==> src/rtl/core/isj_pkg.sv <==
`timescale 1ns / 1ps

package isj_pkg;

	// Build-time sizing of the key store and counters.
	localparam int DEPTH      = 64;
	localparam int INDEX_BITS = 10;
	localparam int PROBE_BITS = 16;

	// Fixed widths of the beat fields.
	localparam int IDX_W    = 10;
	localparam int FIRST_W  = 16;
	localparam int SECOND_W = 6;

	localparam int KEY_W = 3 * INDEX_BITS;
	localparam int AW    = (DEPTH > 1) ? $clog2(DEPTH) : 1;
	localparam int CW    = $clog2(DEPTH + 1);

	typedef logic [KEY_W-1:0] key_t;
	typedef logic [AW-1:0]    slot_t;

	typedef enum logic [1:0] {
		REQ_LOAD  = 2'd0,
		REQ_PROBE = 2'd1,
		REQ_FLUSH = 2'd2,
		REQ_NONE  = 2'd3
	} req_e_t;

	typedef enum logic [1:0] {
		KIND_PAIR    = 2'd0,
		KIND_FIRST   = 2'd1,
		KIND_SECOND  = 2'd2,
		KIND_EMPTY   = 2'd3
	} kind_e_t;

	// Probe token that walks the cell row, collecting the highest matching slot.
	typedef struct packed {
		logic  vld;
		key_t  key;
		logic  hit;
		slot_t where;
	} tok_t;

	// Control broadcast from the sequencer to every cell.
	typedef struct packed {
		logic  wr;
		slot_t wr_idx;
		key_t  wr_key;
		logic  mark_set;
		slot_t mark_idx;
		logic  clear;
	} cell_ctl_t;

endpackage

==> src/rtl/core/index_set_join.sv <==
`timescale 1ns / 1ps
// A load beat takes effect at the edge that accepts it, and the input does not stall for it,
// so load beats can be accepted back to back. A probe beat walks the row of DEPTH cells one cell
// per cycle; the input stalls until its result beat has entered the output register, so a new
// probe is not accepted before the last one is through. A flush scans one slot per cycle in which the
// output is free and emits one beat per unmarked entry (or one empty beat).
// Reset (asynchronous, active low) clears counters, marks, valid bits and the overflow flag.
module index_set_join
	import isj_pkg::*;
(
	input  logic                       clk,
	input  logic                       arst_n,

	input  logic                       in_valid,
	output logic                       in_stall,
	input  logic [1:0]                 req_type,
	input  logic signed [IDX_W-1:0]    idx_h,
	input  logic signed [IDX_W-1:0]    idx_k,
	input  logic signed [IDX_W-1:0]    idx_l,

	output logic                       out_valid,
	input  logic                       out_stall,
	output logic [1:0]                 kind,
	output logic [FIRST_W-1:0]         first_number,
	output logic [SECOND_W-1:0]        second_number,
	output logic                       overflow,
	output logic                       last
);

	typedef enum logic [1:0] {
		S_IDLE,
		S_PROBE,
		S_PRES,
		S_FLUSH
	} state_t;

	state_t                state_q;
	logic [CW-1:0]         cnt_q;
	logic [PROBE_BITS-1:0] probe_q;
	logic [PROBE_BITS-1:0] num_q;
	logic                  ovf_q;
	logic                  hit_q;
	slot_t                 where_q;
	slot_t                 scan_q;
	logic                  launch_vld_q;
	key_t                  launch_key_q;

	logic                  out_valid_q;
	logic [1:0]            kind_q;
	logic [FIRST_W-1:0]    first_q;
	logic [SECOND_W-1:0]   second_q;
	logic                  ovf_out_q;
	logic                  last_q;

	// Token chain: entry 0 comes from the launch registers, entry DEPTH is the exit of the
	// last cell.
	tok_t                  toks [DEPTH+1];
	logic [DEPTH-1:0]      unm;
	cell_ctl_t             ctl;

	key_t                  key_in;
	logic                  accept;
	logic                  out_free;
	logic                  emit;
	logic                  store_full;
	logic [DEPTH-1:0]      le_mask;
	logic [DEPTH-1:0]      upper;
	logic                  flush_done;

	// Only the low INDEX_BITS of each component take part; narrow or sign-extend.
	assign key_in = {INDEX_BITS'(idx_l), INDEX_BITS'(idx_k), INDEX_BITS'(idx_h)};

	assign in_stall   = (state_q != S_IDLE);
	assign accept     = in_valid && !in_stall;
	assign out_free   = !out_valid_q || !out_stall;
	assign store_full = (cnt_q >= CW'(DEPTH));

	// Unmarked entries above the current scan slot decide whether this beat is the last.
	assign le_mask = ((DEPTH'(1) << scan_q) << 1) - DEPTH'(1);
	assign upper   = unm & ~le_mask;

	assign flush_done = (state_q == S_FLUSH) && out_free &&
	                    ((unm == '0) || (unm[scan_q] && (upper == '0)));

	// A new result beat enters the output register in this cycle.
	assign emit = out_free && ((state_q == S_PRES) ||
	              ((state_q == S_FLUSH) && ((unm == '0) || unm[scan_q])));

	always_comb begin
		ctl          = '0;
		ctl.wr       = accept && (req_e_t'(req_type) == REQ_LOAD) && !store_full;
		ctl.wr_idx   = cnt_q[AW-1:0];
		ctl.wr_key   = key_in;
		ctl.mark_set = (state_q == S_PRES) && out_free && hit_q;
		ctl.mark_idx = where_q;
		ctl.clear    = flush_done;
	end

	assign toks[0] = '{vld: launch_vld_q, key: launch_key_q, hit: 1'b0, where: '0};

	for (genvar i = 0; i < DEPTH; i++) begin : g_cell
		isj_cell u_cell (
			.clk      (clk),
			.arst_n   (arst_n),
			.cell_idx (AW'(i)),
			.ctl      (ctl),
			.tok_in   (toks[i]),
			.tok_out  (toks[i+1]),
			.unmarked (unm[i])
		);
	end

	always_ff @(posedge clk or negedge arst_n) begin
		if (!arst_n) begin
			state_q      <= S_IDLE;
			cnt_q        <= '0;
			probe_q      <= '0;
			num_q        <= '0;
			ovf_q        <= 1'b0;
			hit_q        <= 1'b0;
			where_q      <= '0;
			scan_q       <= '0;
			launch_vld_q <= 1'b0;
			launch_key_q <= '0;
			out_valid_q  <= 1'b0;
			kind_q       <= '0;
			first_q      <= '0;
			second_q     <= '0;
			ovf_out_q    <= 1'b0;
			last_q       <= 1'b0;
		end else begin
			launch_vld_q <= accept && (req_e_t'(req_type) == REQ_PROBE);
			if (emit) begin
				out_valid_q <= 1'b1;
			end else if (!out_stall) begin
				out_valid_q <= 1'b0;
			end

			unique case (state_q)
				S_IDLE: begin
					if (accept) begin
						unique case (req_e_t'(req_type))
							REQ_LOAD: begin
								// A load into a full store is dropped and flagged.
								if (store_full) begin
									ovf_q <= 1'b1;
								end else begin
									cnt_q <= cnt_q + CW'(1);
								end
							end
							REQ_PROBE: begin
								num_q <= probe_q;
								// The counter saturates; the flag is set before the result forms.
								if (probe_q == {PROBE_BITS{1'b1}}) begin
									ovf_q <= 1'b1;
								end else begin
									probe_q <= probe_q + PROBE_BITS'(1);
								end
								launch_key_q <= key_in;
								state_q      <= S_PROBE;
							end
							REQ_FLUSH: begin
								scan_q  <= '0;
								state_q <= S_FLUSH;
							end
							REQ_NONE: begin
							end
							default: begin
							end
						endcase
					end
				end

				S_PROBE: begin
					// The token leaves the last cell carrying the newest matching slot.
					if (toks[DEPTH].vld) begin
						hit_q   <= toks[DEPTH].hit;
						where_q <= toks[DEPTH].where;
						state_q <= S_PRES;
					end
				end

				S_PRES: begin
					if (out_free) begin
						kind_q    <= hit_q ? KIND_PAIR : KIND_FIRST;
						first_q   <= FIRST_W'(num_q);
						second_q  <= hit_q ? SECOND_W'(where_q) : '0;
						ovf_out_q <= ovf_q;
						last_q    <= 1'b1;
						state_q   <= S_IDLE;
					end
				end

				S_FLUSH: begin
					if (out_free) begin
						if (unm == '0) begin
							// Nothing left unmatched: a single empty beat closes the flush.
							kind_q    <= KIND_EMPTY;
							first_q   <= '0;
							second_q  <= '0;
							ovf_out_q <= ovf_q;
							last_q    <= 1'b1;
						end else if (unm[scan_q]) begin
							kind_q    <= KIND_SECOND;
							first_q   <= '0;
							second_q  <= SECOND_W'(scan_q);
							ovf_out_q <= ovf_q;
							last_q    <= (upper == '0);
							scan_q    <= scan_q + AW'(1);
						end else begin
							scan_q <= scan_q + AW'(1);
						end

						// Flush beats report the flag as it stood before the clear.
						if (flush_done) begin
							cnt_q   <= '0;
							probe_q <= '0;
							ovf_q   <= 1'b0;
							state_q <= S_IDLE;
						end
					end
				end

				default: begin
					state_q <= S_IDLE;
				end
			endcase
		end
	end

	assign out_valid     = out_valid_q;
	assign kind          = kind_q;
	assign first_number  = first_q;
	assign second_number = second_q;
	assign overflow      = ovf_out_q;
	assign last          = last_q;

endmodule

==> src/rtl/core/isj_cell.sv <==
`timescale 1ns / 1ps

module isj_cell
	import isj_pkg::*;
(
	input  logic      clk,
	input  logic      arst_n,
	input  slot_t     cell_idx,
	input  cell_ctl_t ctl,
	input  tok_t      tok_in,
	output tok_t      tok_out,
	output logic      unmarked
);

	key_t key_q;
	logic used_q;
	logic mark_q;
	tok_t tok_s1;
	tok_t tok_nxt;
	logic sel_wr;
	logic sel_mark;

	assign sel_wr   = ctl.wr && (ctl.wr_idx == cell_idx);
	assign sel_mark = ctl.mark_set && (ctl.mark_idx == cell_idx);

	// A later cell overrides an earlier hit, so the newest equal key wins.
	always_comb begin
		tok_nxt = tok_in;
		if (tok_in.vld && used_q && (tok_in.key == key_q)) begin
			tok_nxt.hit   = 1'b1;
			tok_nxt.where = cell_idx;
		end
	end

	always_ff @(posedge clk) begin
		if (sel_wr) begin
			key_q <= ctl.wr_key;
		end
	end

	always_ff @(posedge clk or negedge arst_n) begin
		if (!arst_n) begin
			used_q <= 1'b0;
			mark_q <= 1'b0;
			tok_s1 <= '0;
		end else begin
			if (ctl.clear) begin
				used_q <= 1'b0;
				mark_q <= 1'b0;
			end else if (sel_wr) begin
				used_q <= 1'b1;
				mark_q <= 1'b0;
			end else if (sel_mark) begin
				mark_q <= 1'b1;
			end

			tok_s1 <= tok_nxt;
		end
	end

	assign tok_out  = tok_s1;
	assign unmarked = used_q & ~mark_q;

endmodule

==> config.mk <==
export PLATFORM = sky130hd
export DESIGN_NAME = index_set_join
export DESIGN_NICKNAME = d
export VERILOG_FILES = /design/src/rtl/core/isj_pkg.sv /design/src/rtl/core/index_set_join.sv /design/src/rtl/core/isj_cell.sv
export SDC_FILE = /design/constraint.sdc
export NUM_CORES = 2
export LEC_CHECK = 0
export ABC_CLOCK_PERIOD_IN_PS = 9600
export BUFFER_PORTS_ARGS = -buffer_cell sky130_fd_sc_hd__buf_2
export CAP_MARGIN = 15
export CORE_UTILIZATION = 40
export DETAILED_ROUTE_END_ITERATION = 10
export PLACE_DENSITY = 0.66
export SYNTH_ARGS = -nofsm -noshare
export SYNTH_HDL_FRONTEND = slang
export SYNTH_HIERARCHICAL = 1
export SYNTH_SLANG_ARGS = --single-unit
==> constraint.sdc <==
create_clock -name clk -period 9.6 [get_ports clk]
set_input_delay 0 -clock clk [delete_from_list [all_inputs] [get_ports clk]]
set_output_delay 0 -clock clk [all_outputs]
set_load 0.01 [all_outputs]
=== Yosys cells after proc, flatten, opt, wreduce, memory -nomap -nowiden ===
Cells that the tools add are included.

* Bitwise gates (word level): 130
* Magnitude comparators: 2
* Add/subtract/negate cells: 4
* Equality and inequality tests: 213
* Reductions and logical operators: 420
* Multiplexer cells: 446
* Shift-type cells: 1

{| class="wikitable"
|+ Operators by type and width
! kind !! count
|-
| $eq 30x30->1 || 64
|-
| $mux 7 || 69
|-
| $eq 6x6->1 const B || 64
|-
| $mux 1 || 337
|-
| $logic_and 1x1->1 || 267
|-
| $eq 6x5->1 const B || 32
|-
| $reduce_bool 3->1 || 64
|-
| $mux 16 || 9
|-
| $reduce_bool 2->1 || 67
|-
| $logic_not 64->1 || 2
|-
| $eq 6x4->1 const B || 16
|-
| $and 1x1->1 || 64
|-
| $and 64x64->64 || 1
|-
| $not 1->1 || 64
|-
| $not 64->64 || 1
|-
| $pmux 16 s2 || 2
|-
| $sub 64x2->64 const B || 1
|-
| $shl 1x6->63 const A || 1
|-
| $mux 6 || 9
|-
| $eq 6x3->1 const B || 8
|-
| $eq 6x2->1 const B || 4
|-
| $pmux 6 s2 || 2
|-
| $mux 2 || 9
|-
| $ne 2x2->1 const B || 9
|-
| 28 further kinds || 50
|}

* Input bits: 36
* Register bits: 4563
* Word-level logic and storage cells: 1679

=== Longest topological paths before layout ===
* Depth after elaboration: 11
* Gate-level depth with buffers: 22
* Depth with buffers taken out: 16

=== Hierarchy ===
Netlist, hierarchy kept.

{| class="wikitable"
|+ Modules (own cells, without submodules)
! module !! sequential area each (um^2) !! area each (um^2) !! times used !! cells an instance
|-
| isj_cell || 1901.8 || 2472.4 || 64 || 139
|-
| index_set_join || 2827.7 || 8339.2 || 1 || 962
|}

=== Worst setup path after synthesis ===
Ideal clock, no wire load.

* Path type: register -> register
* From: register scan_q[1]
* To: register g_cell[0].u_cell.mark_q
* Arrival: 9.095 ns
* Stages on the path, launching flop included: 21
* Setup slack: 0.159 ns
* Buffers on the path: 4
* Clock period less this slack: 9.441 ns
* Setup time: 0.346 ns
* Cells stage by stage: dfrtp_1 > clkbuf_1 > clkbuf_1 > inv_1 > ha_1 > clkbuf_1 > clkbuf_1 > nor2b_1 > nand2_1 > ha_1 > inv_1 > a221oi_2 > o211ai_2 > a211o_1 > nand4b_4 > or3_1 > a32o_1 > a2111oi_0 > nand4_2 > nor2_1 > nor3_1

{| class="wikitable"
|+ RTL lines
! what !! line !! text
|-
| start: declaration || index_set_join.sv:44 || <nowiki>slot_t scan_q;</nowiki>
|-
| start signal: assignment || index_set_join.sv:209 || <nowiki>scan_q <= scan_q + AW'(1);</nowiki>
|-
| start signal: assignment || index_set_join.sv:211 || <nowiki>scan_q <= scan_q + AW'(1);</nowiki>
|-
| end signal: assignment || isj_cell.sv:44 || <nowiki>mark_q <= 1'b0;</nowiki>
|-
| end signal: assignment || isj_cell.sv:49 || <nowiki>mark_q <= 1'b0;</nowiki>
|-
| end signal: assignment || isj_cell.sv:52 || <nowiki>mark_q <= 1'b0;</nowiki>
|-
| end: declaration || isj_cell.sv:17 || <nowiki>logic mark_q;</nowiki>
|}

=== Final worst setup path ===
* From: register scan_q[0]
* To: register ovf_q

* Longest elaborated chain between the ends: 10

{| class="wikitable"
|+ Ends and longest elaborated chain
! what !! line !! text
|-
| $shl 1x6->63 || index_set_join.sv:79 || <nowiki>assign le_mask = ((DEPTH'(1) << scan_q) << 1) - DEPTH'(1);</nowiki>
|-
| $sub 64x2->64 || index_set_join.sv:79 ||
|-
| $not 64->64 || index_set_join.sv:80 || <nowiki>assign upper = unm & ~le_mask;</nowiki>
|-
| $and 64x64->64 || index_set_join.sv:80 ||
|-
| $logic_not 64->1 || index_set_join.sv:83 || <nowiki>((unm == '0) || (unm[scan_q] && (upper == '0)));</nowiki>
|-
| $logic_and 1x1->1 (*) || index_set_join.sv:83 ||
|-
| $logic_or 1x1->1 (*) || index_set_join.sv:83 ||
|-
| $logic_and 1x1->1 (*) || index_set_join.sv:82 || <nowiki>assign flush_done = (state_q == S_FLUSH) && out_free &&</nowiki>
|-
| $ne 2x2->1 (no source line) (*) || -- ||
|-
| $reduce_and 7->1 (no source line) (*) || -- ||
|-
| end signal: assignment || index_set_join.sv:119 || <nowiki>ovf_q <= 1'b0;</nowiki>
|-
| end signal: assignment || index_set_join.sv:146 || <nowiki>ovf_q <= 1'b1;</nowiki>
|-
| end signal: assignment || index_set_join.sv:155 || <nowiki>ovf_q <= 1'b1;</nowiki>
|-
| end: declaration || index_set_join.sv:41 || <nowiki>logic ovf_q;</nowiki>
|}

Every way passes the cells marked *; elsewhere a longest branch is shown, timed or not. The select of a mux whose other input is x is not followed.
A chain may end at the register's enable or synchronous reset.

==> results_dict.tcl <==
set metrics [dict create \
    status "complete, no violations" \
    cts.path.max_buffers 4 \
    syn-mean-instance-area_um2 16.9 \
    fin_worst_skew_ps 50.2 \
    hold_end "g_cell[24].u_cell/key_q[3]$_DFFE_PP_" \
    via_per_inst 4.61 \
    start_util_pct 40.2 \
    rows 236 \
    clkLatencyLatePin_ps 960 \
    grt_use_total_pct 15.9 \
    core_um2 413000 \
    seqPwrFrac_pct 53.9 \
    cp-start-kind "flop" \
    post-dp-hpwl_um 213000 \
    hold_path_depth 2 \
    setup-violations-final 0 \
    ant_nets 0 \
    cts_tree "done" \
    multi_input_area_um2 46400 \
    crit_arrival_ps 7820 \
    fin_util_pct 46.9 \
    r2r-start "scan_q[0]$_DFFE_PN0P_" \
    post-route-period-util_pct 72.8 \
    period_needed_ps 6980 \
    overflow 0 \
    io_pins 64 \
    clkSinkCount 4563 \
    reg2reg_depth 18 \
    io_buffers 63 \
    vdd_ir_drop_max_mv 0.204 \
    vias 80400 \
    hp-start "idx_h[3]" \
    place_congestion 0.881 \
    intPower_mw 30.2 \
    worst_pin_slew_ps 1290 \
    syn2layout_area_growth_pct 16.7 \
    synthesis.area_um2 166000 \
    die_x_um 646 \
    max_freq_mhz 143 \
    seqCellArea_um2 124000 \
    cts_buffers 418 \
    hp-class "in -> reg" \
    p_leak_nw 81.7 \
    final.setup.tns_ps 0 \
    clockRootBuffer "clkbuf_16" \
    power.switching_mw 7.75 \
    end_kind "flop" \
    drt_iter0_drc 4681 \
    die_area_um2 417000 \
    slew_headroom_pct 14.1 \
    rsz0062_at_grt "no" \
    critical_path_class "reg -> reg" \
    drive_gt1_share_pct 12.9 \
    reg2reg_to "ovf_q$_DFFE_PN0P_" \
    comb_power_share_pct 2.2 \
    wl_um 329000 \
    antenna_found_initial 9 \
    die_y_um 646 \
    ff2ff_setup_slack_ps 2620 \
    critical_path_required_ps 10440 \
    drt_first_pass_iters 6 \
    finalHoldViolations 0 \
    fin_nets 11700 \
    clkPwrFrac_pct 43.8 \
    power_density_nw_per_um2 196 \
    h-tree-depth 5 \
    grt_max_degree 174 \
    swShare_pct 20.4 \
    fillers 35200 \
    cp_max_fo 25 \
    drc_errors 0 \
    post_cts_buffers 0 \
    clkSlewWorstSetupHoldPaths_ps 70 \
    yosysWarnings 6 \
    drv_slew 0 \
    synth_cells 9828 \
    grt_first_pass_wirelength_um 516000 \
    grt_pass1_vias 85300 \
    maxCapViolCount 0 \
    wl_per_cell_um 18.8 \
]
[cell type report]
class / instances / share of cell area (%)
clock buffer: 605 / 6.15
clock inverter: 175 / 1.06
tap: 5474 / 3.54
inverter: 40 / 0.0776
multi-input combinational: 6323 / 24.0
timing repair buffer: 268 / 1.17
sequential: 4563 / 64.0
antenna: 5 / 0.00647
[sequential cells by signal, indices dropped and copies added (netlist names), 7 cells and up]
name and flops:
g_cell.u_cell/tok_out 2402, g_cell.u_cell/key_q 1920, g_cell.u_cell/mark_q 64, g_cell.u_cell/used_q 64, launch_key_q 30, first_number 16
num_q 16, probe_q 16, cnt_q 7
[cells in the final DEF (no fill, tap or decap), types with 165 or more instances in the layout]
master     count
dfrtp_1     2631
edfxtp_1    1920
xor2_1      1627
conb_1      1159
xnor2_1     1113
mux2_2       445
clkbuf_16    423
nand4_1      413
nor4_1       409
nor2_1       286
buf_4        165
[stage by stage]
stage               total power, mW  instance area (µm²)  hold slack, ps  std cells  worst slack (ps)
floorplan                      21.2               170000            -296      11000               159
global placement               21.7               179000            69.3      16600              3060
detailed placement             21.7               179000            65.2      16600              3100
CTS                            38.4               193000            13.5      17400              2620
global route                   39.2               193000            66.9      17500              2230
finish                         37.9               193000            97.8      17500              2620
[per-layer routing]
layer / track usage [%] / vias up / share of wire (%)
met5: 0 / - / 0
met4: 3.77 / 0 / 2.1
met3: 1.79 / 482 / 3.1
met2: 27.2 / 1026 / 50
met1: 21.7 / 41600 / 45
li1: - / 37400 / -
[how the worst max path moves through the flow]
stage	from	end	cells past startpoint	slack, ps
2_1_floorplan	scan_q[1]$_DFFE_PN0P_	g_cell[0].u_cell/mark_q$_DFFE_PN0P_	20	160
3_3_place_gp	scan_q[0]$_DFFE_PN0P_	ovf_q$_DFFE_PN0P_	17	3060
3_5_place_dp	scan_q[0]$_DFFE_PN0P_	ovf_q$_DFFE_PN0P_	17	3100
4_1_cts	scan_q[0]$_DFFE_PN0P_	ovf_q$_DFFE_PN0P_	18	2620
5_1_grt	scan_q[0]$_DFFE_PN0P_	ovf_q$_DFFE_PN0P_	18	2230
6_report	scan_q[0]$_DFFE_PN0P_	ovf_q$_DFFE_PN0P_	18	2620
[critical path: stages (launching register included)]
cell	delay, ps
dfrtp_1	360
buf_4	260
ha_1	260
buf_4	240
nor2b_1	320
nand2_1	140
ha_1	260
inv_1	90
a221oi_2	550
and4_1	680
nand2_1	180
nor2_1	170
xnor2_1	100
a221o_1	370
nor4_1	890
nand2_1	350
nor3_4	800
o21ai_0	200
dlygate4sd3_1	620
[power groups by stage]
stage / Sequential (mW) / Combinational [mW] / Clock, mW
final: 20.5 / 0.853 / 16.6
after global placement: 20.8 / 0.838 / 0
after CTS: 20.5 / 0.875 / 17.0
after global routing: 20.4 / 0.974 / 17.8
after detailed placement: 20.8 / 0.852 / 0
after floorplan: 20.8 / 0.320 / 0
[repair_timing]
| item | in CTS | in global routing |
|---|---|---|
| hold endpoints to repair | 2536 | 0 |
| gates resized for setup | 0 | 0 |
| hold buffers | 50 | 0 |
| endpoints found under the setup margin | 0 | 0 |
No activity file was read; power rests on OpenSTA's default activity.
